--- src/rtl/bpa_pkg.sv ---
// Package for the buffer pool allocator: request and response word types,
// action and status codes, and default sizes. No dependencies.

package bpa_pkg;

  localparam int MAX_SLOTS_DEF = 32;

  localparam int ACTION_W = 3;
  localparam int INDEX_W  = 5;
  localparam int STATUS_W = 2;
  localparam int SIZE_W   = 6;
  localparam int COUNT_W  = 6;

  localparam logic [SIZE_W-1:0] POOL_SIZE_RST = 6'd32;

  // Request actions.
  localparam logic [ACTION_W-1:0] ACT_ALLOC_FIRST = 3'd0;
  localparam logic [ACTION_W-1:0] ACT_ALLOC_INDEX = 3'd1;
  localparam logic [ACTION_W-1:0] ACT_FREE        = 3'd2;
  localparam logic [ACTION_W-1:0] ACT_FREE_ALL    = 3'd3;
  localparam logic [ACTION_W-1:0] ACT_LOCK        = 3'd4;
  localparam logic [ACTION_W-1:0] ACT_UNLOCK      = 3'd5;

  // Response status codes.
  localparam logic [STATUS_W-1:0] ST_OK      = 2'd0;
  localparam logic [STATUS_W-1:0] ST_INVALID = 2'd1;
  localparam logic [STATUS_W-1:0] ST_BUSY    = 2'd2;
  localparam logic [STATUS_W-1:0] ST_NOFREE  = 2'd3;

  typedef struct packed {
    logic [ACTION_W-1:0] action;
    logic [INDEX_W-1:0]  buffer_index;
  } req_t;

  typedef struct packed {
    logic [STATUS_W-1:0] status;
    logic [INDEX_W-1:0]  slot_index;
    logic [COUNT_W-1:0]  in_use_count;
  } rsp_t;

endpackage

--- src/rtl/buffer_pool_allocator.sv ---
// Buffer pool allocator. A request word passes the input register, then one
// decision stage into the result register, where its response word is registered.
// Throughput: one request word per cycle while the receiver takes responses;
// the used and locked bits are updated as the response is registered.
// Reset clears every used and locked bit and the count at once, and sets pool_size to 32.

module buffer_pool_allocator #(
  parameter int MAX_SLOTS = bpa_pkg::MAX_SLOTS_DEF
) (
  input  logic                       clk,
  input  logic                       rst,
  input  logic                       cfg_we,
  input  logic [bpa_pkg::SIZE_W-1:0] cfg_data,
  input  logic                       req_valid,
  output logic                       req_stall,
  input  bpa_pkg::req_t              req,
  output logic                       rsp_valid,
  input  logic                       rsp_stall,
  output bpa_pkg::rsp_t              rsp
);
  import bpa_pkg::*;

  // Request word waiting in the input register.
  logic held_valid;
  req_t held;

  // High when the held request is decided and its response registered.
  logic advance;

  rsp_t rsp_next;

  // The input register parts the sender from the decision logic, so a new
  // request word can enter while the previous one is being decided.
  bpa_in_stage u_in_stage (
    .clk        (clk),
    .rst        (rst),
    .req_valid  (req_valid),
    .req_stall  (req_stall),
    .req        (req),
    .advance    (advance),
    .held_valid (held_valid),
    .held       (held)
  );

  // The core holds the per-slot state. The lowest free slot comes from a
  // priority encoder over the free map, so each request is decided in
  // combinational logic and the next request sees the updated state.
  bpa_core #(
    .MAX_SLOTS (MAX_SLOTS)
  ) u_core (
    .clk      (clk),
    .rst      (rst),
    .cfg_we   (cfg_we),
    .cfg_data (cfg_data),
    .fire     (advance),
    .req      (held),
    .rsp_next (rsp_next)
  );

  // The result register holds a response word while the receiver stalls;
  // the state only changes when the response is actually loaded.
  bpa_out_stage u_out_stage (
    .clk        (clk),
    .rst        (rst),
    .held_valid (held_valid),
    .rsp_next   (rsp_next),
    .advance    (advance),
    .rsp_valid  (rsp_valid),
    .rsp_stall  (rsp_stall),
    .rsp        (rsp)
  );

endmodule

--- src/rtl/bpa_in_stage.sv ---
// Input register of the buffer pool allocator: captures one request word.
// Depends on bpa_pkg for the request word type.

module bpa_in_stage (
  input  logic          clk,
  input  logic          rst,
  input  logic          req_valid,
  output logic          req_stall,
  input  bpa_pkg::req_t req,
  input  logic          advance,
  output logic          held_valid,
  output bpa_pkg::req_t held
);
  import bpa_pkg::*;

  logic accept;

  // The held word leaves when the decision stage takes it, so a new word can
  // enter in the same cycle.
  assign req_stall = held_valid && !advance;
  assign accept    = req_valid && !req_stall;

  always_ff @(posedge clk) begin
    if (rst) begin
      held_valid <= 1'b0;
    end else if (accept) begin
      held_valid <= 1'b1;
    end else if (advance) begin
      held_valid <= 1'b0;
    end
  end

  always_ff @(posedge clk) begin
    if (accept) begin
      held <= req;
    end
  end

endmodule

--- src/rtl/bpa_core.sv ---
// Slot state and decision logic of the buffer pool allocator: used and locked
// bits, used count, pool size register. Depends on bpa_pkg.

module bpa_core #(
  parameter int MAX_SLOTS = bpa_pkg::MAX_SLOTS_DEF
) (
  input  logic                       clk,
  input  logic                       rst,
  input  logic                       cfg_we,
  input  logic [bpa_pkg::SIZE_W-1:0] cfg_data,
  input  logic                       fire,
  input  bpa_pkg::req_t              req,
  output bpa_pkg::rsp_t              rsp_next
);
  import bpa_pkg::*;

  localparam int IDX_W = (MAX_SLOTS > 1) ? $clog2(MAX_SLOTS) : 1;
  localparam int CNT_W = $clog2(MAX_SLOTS + 1);

  logic [MAX_SLOTS-1:0] used;
  logic [MAX_SLOTS-1:0] used_next;
  logic [MAX_SLOTS-1:0] locked;
  logic [MAX_SLOTS-1:0] locked_next;
  logic [CNT_W-1:0]     count;
  logic [CNT_W-1:0]     count_next;
  logic [SIZE_W-1:0]    pool_size;

  logic [MAX_SLOTS-1:0] free_map;
  logic                 any_free;
  logic [IDX_W-1:0]     first_free;
  logic [IDX_W-1:0]     ix;
  logic                 idx_ok;
  logic [STATUS_W-1:0]  status;
  logic [INDEX_W-1:0]   slot;

  // Free map limited to the slots in service, and its lowest set bit.
  always_comb begin
    for (int i = 0; i < MAX_SLOTS; i++) begin
      free_map[i] = !used[i] && (i < int'(pool_size));
    end
    any_free   = |free_map;
    first_free = '0;
    for (int i = MAX_SLOTS - 1; i >= 0; i--) begin
      if (free_map[i]) begin
        first_free = IDX_W'(i);
      end
    end
  end

  assign ix     = IDX_W'(req.buffer_index);
  assign idx_ok = (int'(req.buffer_index) < int'(pool_size)) &&
                  (int'(req.buffer_index) < MAX_SLOTS);

  always_comb begin
    used_next   = used;
    locked_next = locked;
    count_next  = count;
    status      = ST_INVALID;
    slot        = '0;
    case (req.action)
      ACT_ALLOC_FIRST: begin
        if (any_free) begin
          used_next[first_free] = 1'b1;
          count_next            = count + CNT_W'(1);
          status                = ST_OK;
          slot                  = INDEX_W'(first_free);
        end else begin
          status = ST_NOFREE;
        end
      end
      ACT_ALLOC_INDEX: begin
        if (!idx_ok) begin
          status = ST_INVALID;
        end else if (used[ix] || locked[ix]) begin
          status = ST_BUSY;
        end else begin
          used_next[ix] = 1'b1;
          count_next    = count + CNT_W'(1);
          status        = ST_OK;
          slot          = req.buffer_index;
        end
      end
      ACT_FREE: begin
        if (!idx_ok) begin
          status = ST_INVALID;
        end else if (locked[ix]) begin
          status = ST_BUSY;
        end else begin
          // Freeing a slot that is not in use succeeds and keeps the count.
          if (used[ix]) begin
            used_next[ix] = 1'b0;
            if (count != '0) begin
              count_next = count - CNT_W'(1);
            end
          end
          status = ST_OK;
          slot   = req.buffer_index;
        end
      end
      ACT_FREE_ALL: begin
        used_next   = '0;
        locked_next = '0;
        count_next  = '0;
        status      = ST_OK;
      end
      ACT_LOCK, ACT_UNLOCK: begin
        if (!idx_ok) begin
          status = ST_INVALID;
        end else begin
          locked_next[ix] = (req.action == ACT_LOCK);
          status          = ST_OK;
          slot            = req.buffer_index;
        end
      end
      default: begin
        status = ST_INVALID;
      end
    endcase
  end

  always_comb begin
    rsp_next.status       = status;
    rsp_next.slot_index   = slot;
    rsp_next.in_use_count = COUNT_W'(count_next);
  end

  always_ff @(posedge clk) begin
    if (rst) begin
      used   <= '0;
      locked <= '0;
      count  <= '0;
    end else if (fire) begin
      used   <= used_next;
      locked <= locked_next;
      count  <= count_next;
    end
  end

  always_ff @(posedge clk) begin
    if (rst) begin
      pool_size <= POOL_SIZE_RST;
    end else if (cfg_we) begin
      pool_size <= cfg_data;
    end
  end

endmodule

--- src/rtl/bpa_out_stage.sv ---
// Result register of the buffer pool allocator: holds one response word
// until the receiver takes it. Depends on bpa_pkg for the response type.

module bpa_out_stage (
  input  logic          clk,
  input  logic          rst,
  input  logic          held_valid,
  input  bpa_pkg::rsp_t rsp_next,
  output logic          advance,
  output logic          rsp_valid,
  input  logic          rsp_stall,
  output bpa_pkg::rsp_t rsp
);
  import bpa_pkg::*;

  // A new word loads when the register is empty or its word leaves now.
  assign advance = held_valid && (!rsp_valid || !rsp_stall);

  always_ff @(posedge clk) begin
    if (rst) begin
      rsp_valid <= 1'b0;
    end else if (advance) begin
      rsp_valid <= 1'b1;
    end else if (!rsp_stall) begin
      rsp_valid <= 1'b0;
    end
  end

  always_ff @(posedge clk) begin
    if (advance) begin
      rsp <= rsp_next;
    end
  end

endmodule
--- config.mk ---
export PLATFORM = sky130hd
export DESIGN_NAME = buffer_pool_allocator
export DESIGN_NICKNAME = d
export VERILOG_FILES = /design/src/rtl/bpa_pkg.sv /design/src/rtl/buffer_pool_allocator.sv /design/src/rtl/bpa_in_stage.sv /design/src/rtl/bpa_core.sv /design/src/rtl/bpa_out_stage.sv
export SDC_FILE = /design/constraint.sdc
export NUM_CORES = 1
export LEC_CHECK = 0
export ABC_AREA = 1
export BUFFER_PORTS_ARGS = -buffer_cell sky130_fd_sc_hd__buf_2
export CORE_MARGIN = 2
export CORE_UTILIZATION = 45
export CTS_BUF_LIST = sky130_fd_sc_hd__clkbuf_4
export CTS_CLUSTER_DIAMETER = 50
export CTS_CLUSTER_SIZE = 14
export DETAILED_ROUTE_END_ITERATION = 12
export GPL_ROUTABILITY_DRIVEN = 1
export PLACE_DENSITY = 0.63
export SLEW_MARGIN = 20
export SYNTH_ARGS = -nofsm -noshare
export SYNTH_HDL_FRONTEND = slang
export SYNTH_SLANG_ARGS = --single-unit
--- constraint.sdc ---
create_clock -name clk -period 2.98 [get_ports clk]
set_clock_uncertainty 0.1 [all_clocks]
set_input_delay 0.149 -clock clk [delete_from_list [all_inputs] [get_ports clk]]
set_output_delay 0.149 -clock clk [all_outputs]
set_load 0.005 [all_outputs]
==> reports/qor.yml, run 1 <==
synth-main-ff-cell: "dfxtp_1"
synth_edf_count: 21
die_x_um: 125.7
finalCritPeriodShare_pct: 109.0
synth_area_leaders: "dfxtp_1 (23%), nand2_1 (12%), edfxtp_1 (9.5%)"
crit_path_max_fanout: 8
grt_max_degree: 42
yosys.area.top_type_share_pct: 23.41
nets: 1210
placed_cell_area_mm2: 0.007730
wirelength_mm: 24.82
rsz0062_at_grt: "true"
ant_nets: 0
status: "finished with violations"
fin_crit_ns: 3.248
drc: 0
drt-initial-drc-count: 1009
crit_type: "reg2reg"
yosys-top-cells-count: "nand2_1 (209), nor2_1 (138), a21oi_1 (118), inv_1 (102), o21ai_0 (91)"
yosysMostFrequentCell: "nand2_1"
dpl.hpwl_mm: 17.39
die_y_um: 125.7
critPathLaunchType: "flop"
vias_per_cell: 5.780
clkTransAtPathRegs_ns: 0.18
async_reset_ff_share_pct: 0
syn_nets: 1066
grt_pass1_vias: 7278
cts_buffer_depth: 2
cp.arrival_ns: 3.56
drv_slew: 0
p_leak_nw: 3.655
wl_per_cell_um: 18.06
cts_tree: "done"
gp_congestion: 0.9885
clock_latency_ns: 0.51
power.density_mw_per_mm2: 356.3
pin_count: 34
hold_viol_final: 0
vias: 7942
core_area_mm2: 0.01448
io_buffers: 33
pre_cts_slack_ns: -0.1500
cts.sinks: 99
fin_area_mm2: 0.008846
start_util_pct: 46.06
tightest_slew_ns: 0.8285
syn_area_per_cell_um2: 6.412
maxCapViolCount: 0
floorplan.rows: 44
grt_pass1_wl_mm: 38.50
yosysWarnings: 0
drive_gt1_share_pct: 27.59
drtPass1Iterations: 9
critPathRequiredTime_ns: 3.29
root_buffer: "clkbuf_4"
grt.total_usage_pct: 30.68
setup_ws_ns: -0.2682
fin_util_pct: 61.10
cts_buffers: 9
worstHoldPathType: "in2reg"
synth_seq_cells: 99
ir_drop_mv: 0.2610
synthCells: 1040
end_kind: "flop"
setup_viol: 39
synth.distinct_cells: 47
max_freq_ghz: 0.3079
htree_num_levels: 3
yosysTopAreaCell: "dfxtp_1"
max_slew_margin_pct: 44.71
antenna_found_initial: 1
syn-cell-area_mm2: 0.006669
dieArea_mm2: 0.01581
grt-ovfl-total: 0
ys_seq_area_share_pct: 32.87
area_growth_pct: 32.65
violations: "setup timing"
[metal layers]
metal	wire length (um)	part of all wire, %	GRT usage [%]	vias up
met5	0	0	0	-
met4	1160	4.7	12.15	0
met3	2057	8.3	5.777	102
met2	11100	45	48.24	385
met1	10500	42	41.81	3639
li1	-	-	-	3816
[state kept, by name, indices dropped and copies added (netlist names)]
signal	cells
u_core.count	6
u_core.locked	32
u_core.pool_size	6
u_core.used	32
u_in_stage.held	8
u_in_stage.held_valid	1
u_out_stage.rsp	13
u_out_stage.rsp_valid	1
[critical path, stage by stage (launching register included)]
cell and delay, ns:
edfxtp_1 0.50, inv_2 0.12, nor2_2 0.06, buf_6 0.15, a22oi_2 0.11, a31oi_1 0.09
or4_1 0.54, nor2_2 0.18, inv_2 0.09, nor2_4 0.15, nor2_4 0.06, nor4_4 0.33
buf_4 0.19, inv_8 0.06, buf_12 0.14, a31oi_2 0.18, a21oi_2 0.08
[cell families (layout without fill, tap and decap cells)]
group	after synthesis	in the layout	synth area share, %
buffers and inverters	166	315	9.850
AOI/OAI and AO/OA	291	291	24.75
DFF	99	99	32.87
xor gates and xnor gates	4	4	0.5253
and+or+nand+nor	473	473	30.69
adders and majority gates	7	7	1.313
other	0	1	0
[placed cells by master, fill, tap and decap left out, types with 10 or more instances in the layout]
master / n
o21ai_0: 60
buf_2: 34
inv_1: 93
nor2_2: 19
nand2_1: 197
buf_4: 106
a21oi_1: 101
a21oi_2: 20
nor2_1: 113
nand3_1: 45
dlygate4sd3_1: 18
buf_6: 13
nor3_1: 31
o22ai_1: 17
nor2_4: 16
dfxtp_1: 73
o21ai_1: 32
edfxtp_1: 21
nand2_2: 12
inv_2: 20
nand4_1: 10
a31oi_1: 14
nand3_2: 10
[cell type report]
cell class	count	area, um2
Multi-Input combinational cell	775	4332
Fill cell	1394	5633
Tap cell	184	230.2
Sequential cell	99	2208
Timing Repair Buffer	180	1485
Antenna cell	1	2.502
Clock buffer	9	67.56
Inverter	119	461.7
Clock inverter	7	58.81
[through the flow]
step	cells	power, mW	hold WS (ns)	setup TNS (ns)
after floorplan	1040	1.954	0.1479	0
after CTS	1365	3.037	0.08833	-2.161
after global routing	1374	3.295	0.1191	-13.94
after detailed placement	1320	2.254	0.2274	-3.987
final	1374	3.152	0.1170	-5.946
after global placement	1320	2.249	0.2274	-2.295
[repair_timing]
action,4_1_cts,5_1_grt
endpoints found under the hold margin,16,0
pin swaps,16,31
hold buffers,18,0
resized for setup,71,120
setup endpoints to repair,45,49
setup buffers,7,8
gates cloned,4,1
[where the power goes]
group	internal, mW	switching (mW)	total, mW
Combinational	0.384	0.552	0.936
Sequential	1.43	0.0653	1.49
Clock	0.187	0.535	0.722
[worst paths after layout]
| path | startpoint | endpoint | slack (ns) | cells past startpoint |
|---|---|---|---|---|
| max | u_in_stage.held[0]$_DFFE_PP_ | u_core.used[28]$_SDFFE_PP0P_ | -0.27 | 16 |
| min | rst | u_core.locked[18]$_SDFFE_PP0P_ | 0.12 | 3 |
| max reg2reg | u_in_stage.held[0]$_DFFE_PP_ | u_core.used[28]$_SDFFE_PP0P_ | -0.27 | 16 |
| min reg2reg | u_in_stage.held_valid$_SDFFE_PP0P_ | u_out_stage.rsp_valid$_SDFFE_PP0P_ | 0.39 | 2 |
Power figures use the tool's default switching activity.
==> run 2, diff against run 1 <==
--- a/config.mk
+++ b/config.mk
@@ -5,7 +5,6 @@
 export SDC_FILE = /design/constraint.sdc
 export NUM_CORES = 1
 export LEC_CHECK = 0
-export ABC_AREA = 1
 export BUFFER_PORTS_ARGS = -buffer_cell sky130_fd_sc_hd__buf_2
 export CORE_MARGIN = 2
 export CORE_UTILIZATION = 45
@@ -19,3 +18,4 @@
 export SYNTH_ARGS = -nofsm -noshare
 export SYNTH_HDL_FRONTEND = slang
 export SYNTH_SLANG_ARGS = --single-unit
+export TNS_END_PERCENT = 30
==> run 2 against run 1 <==
  * The flow still finishes with violations (setup timing)
  * Utilization up 2.9 points
  * Final cell count fell by 11%
  * Non-clock buffer count is 78 higher
  * Wire length rose by 6.3%
  * Worst hold slack improved by 0.0030 ns
  * Critical path type unchanged
  * Synthesized cell count shrank 20%
  * Critical path depth down 1
  * Clock power increased by 28%
  * Area after synthesis rose by 1.3%
==> reports/qor.yml, run 2 <==
critPathLaunchType: "flop"
ir_drop_mv: 0.2272  # -13%
vias_per_cell: 6.343  # +9.7%
fin_crit_ns: 3.281  # +0.03330 ns
crit_type: "reg2reg"
grt_pass1_vias: 7256  # -0.30%
end_kind: "flop"
grt.total_usage_pct: 32.51  # +1.8 points
grt_pass1_wl_mm: 40.85  # +6.1%
drt-initial-drc-count: 972  # -3.7%
final_cell_count_no_fill: 1226  # -11%
p_leak_nw: 3.564  # -2.5%
yosysMostFrequentCell: "nor2_1"
rr_worst_depth: 15  # -1
final_cell_mix: "buf_4 (179), nor2_1 (114), dfxtp_1 (75)"
cp.arrival_ns: 3.60  # +0.04 ns
hold_viol_final: 0  # unchanged
cp_slowest_stage_delay_ns: 0.41  # -0.13 ns
floorplan.rows: 44  # unchanged
synth_seq_cells: 99  # unchanged
cts_tree: "done"
tightest_slew_ns: 0.8764  # +0.04792 ns
syn-cell-area_mm2: 0.006755  # +1.3%
fin_util_pct: 64.03  # +2.9 points
syn_area_per_cell_um2: 8.149  # +27%
syn_nets: 855  # -20%
wl_per_cell_um: 21.53  # +19%
ant_nets: 0  # unchanged
finalCritPeriodShare_pct: 110.1  # +1.1 points
mostFrequentLayoutCell: "buf_4"
fin_area_mm2: 0.009341  # +5.6%
violations: "setup timing"
root_buffer: "clkbuf_4"
placed_cell_area_mm2: 0.008237  # +6.6%
grt.busiest_layer: "met2"
die_y_um: 126.5  # +0.62%
max_freq_ghz: 0.3047  # -1.0%
core_area_mm2: 0.01459  # +0.76%
antenna_found_initial: 0  # -1
max_slew_margin_pct: 41.45  # -3.3 points
grt_max_degree: 44  # +4.8%
gp_congestion: 0.9796  # -0.90%
cpMostUsedCell: "buf_6"
largestRegisters: "u_core.locked x32, u_core.used x32, u_out_stage.rsp x13"
cp_num_buf_inv: 6  # unchanged
finalHoldWorstSlack_ns: 0.1200  # +0.003009 ns
power.density_mw_per_mm2: 331.3  # -7.0%
gr-usage-met2_pct: 54.20  # +6.0 points
status: "finished with violations"
dieArea_mm2: 0.01601  # +1.3%
start_util_pct: 46.30  # +0.24 points
wirelength_mm: 26.39  # +6.3%
rsz0062_at_grt: "true"
rrSetupSlack_ns: -0.30  # -0.03 ns
use_met3_pct: 6.242  # +0.46 points
area_growth_pct: 38.28
pin_count: 34  # unchanged
drtPass1Iterations: 7  # -2
critPathRequiredTime_ns: 3.30  # about the same
synth.distinct_cells: 91  # +94%
worstHoldPathType: "in2reg"
dp_cells: 1157  # -12%
yosys-top-cells-count: "nor2_1 (116), dfxtp_1 (78), o21ai_0 (77), a21oi_1 (51), nand2_1 (38)"
cp.depth: 15  # -1
path_cells: "buf_6 > buf_12 > buf_6 > mux2i_1 > o22ai_2 > nor4_2 > buf_4 > mux2i_4 > o311a_4 > buf_6 > nor4b_4 > buf_4 > o21ai_1 > a31oi_1 > o21ai_1"
clock_latency_ns: 0.52  # about the same
synthCells: 829  # -20%
holdPathStages: 3  # unchanged
dpl.hpwl_mm: 18.78  # +8.0%
worst_path_max_delay_cell: "edfxtp_1"
cts_buffer_depth: 2  # unchanged
cts_buffers: 9  # unchanged
setup_viol: 49  # +26%
nets: 1063  # -12%
vias: 7777  # -2.1%
cts.sinks: 99  # unchanged
grt-ovfl-total: 0  # unchanged
yosys.area.top_type_share_pct: 23.12  # -0.30 points
cp_top_family: "buffers and inverters"
maxCapViolCount: 0  # unchanged
setup_ws_ns: -0.3015  # -0.03330 ns
grt_use_met1_pct: 42.86  # +1.0 points
synth-main-ff-cell: "dfxtp_1"
ys_seq_area_share_pct: 32.45  # -0.42 points
yosysWarnings: 0  # unchanged
drv_slew: 0  # unchanged
io_buffers: 33  # unchanged
yosysTopAreaCell: "dfxtp_1"
drive_gt1_share_pct: 33.69  # +6.1 points
fin_setup_tns_ns: -10.54  # -4.596 ns
crit_path_max_fanout: 11  # +3
synth_edf_count: 21  # unchanged
die_x_um: 126.5  # +0.62%
async_reset_ff_share_pct: 0  # unchanged
drc: 0  # unchanged
htree_num_levels: 3  # unchanged
synth_area_leaders: "dfxtp_1 (23%), edfxtp_1 (9.3%), nor2_1 (6.4%)"
clkTransAtPathRegs_ns: 0.19  # about the same
n_antenna_cell: 0  # -1
## run 2: cell count changes in the layout (fill, tap and decap cells not counted), moves of 12 or more
cell	change
a21oi_1	-53
a21oi_2	-17
a22oi_1	+30
buf_4	+73
inv_1	-77
inv_2	-19
mux2i_1	+17
nand2_1	-161
nand2b_1	+12
nand3_1	-29
nor2_2	-15
nor2_4	-14
nor3_1	-26
## run 2: repair_timing
| item | CTS | global route |
|---|---|---|
| setup endpoints to repair | 49 | 81 |
| hold buffers | 24 | 0 |
| pin swaps | 20 | 23 |
| setup buffers | 20 | 8 |
| gates cloned | 3 | 1 |
| endpoints found under the hold margin | 16 | 0 |
| resized for setup | 56 | 39 |
## run 2: metrics by stage
step                      worst slack [ns]  total power [mW]
after floorplan                    0.06299             1.789
after CTS                          -0.2302             3.061
final                              -0.3015             3.095
after detailed placement           -0.8406             2.055
after global placement             -0.8306             2.049
after global routing               -0.4372             3.206
## run 2: cell families (layout without fill, tap and decap cells)
family | count (synthesis) | after routing | synth area share [%]
XOR/XNOR | 2 | 2 | 0.2594
multiplexers | 41 | 41 | 6.575
adder cells (fa/ha/maj) | 8 | 8 | 1.445
buffers and inverters | 79 | 291 | 5.260
flip-flops | 99 | 99 | 32.45
AO/OA/AOI/OAI | 340 | 340 | 34.23
AND/OR/NAND/NOR | 260 | 261 | 19.78
## run 2: worst paths after layout
path / start / end
worst max-delay path: u_in_stage.held[1]$_DFFE_PP_ / u_core.used[1]$_SDFFE_PP0P_
worst min-delay path: rst / u_core.locked[1]$_SDFFE_PP0P_
worst max register to register: u_in_stage.held[1]$_DFFE_PP_ / u_core.used[1]$_SDFFE_PP0P_
worst min register to register: u_in_stage.held_valid$_SDFFE_PP0P_ / u_out_stage.rsp_valid$_SDFFE_PP0P_
## run 2: cell type report
| cell class | count | area (um2) |
|---|---|---|
| fill | 1237 | 5248 |
| multi-input combinational | 652 | 4588 |
| sequential | 99 | 2198 |
| timing repair buffer | 258 | 2074 |
| tap | 184 | 230.2 |
| clock inverter | 7 | 118.9 |
| clock buffer | 9 | 67.56 |
| inverter | 17 | 63.81 |
## run 2: worst reg2reg max path: stages, from the launching register on
cell	delay [ns]
edfxtp_1	0.41
buf_6	0.20
buf_12	0.16
buf_6	0.11
mux2i_1	0.21
o22ai_2	0.12
nor4_2	0.27
buf_4	0.16
mux2i_4	0.07
o311a_4	0.38
buf_6	0.14
nor4b_4	0.35
buf_4	0.20
o21ai_1	0.06
a31oi_1	0.18
o21ai_1	0.09
## run 2: power by group
group	total, mW	leakage (nW)	switching (mW)	internal [mW]
combinational	0.750	2.63	0.406	0.344
clock	0.924	0.0988	0.558	0.366
sequential	1.42	0.833	0.0223	1.40
## run 2: per-layer routing
metal	share of wire, %	vias up	wire (um)
li1	-	3574	-
met5	0	-	0
met4	3.7	0	977
met1	42	3702	11010
met3	8.3	75	2201
met2	46	426	12210
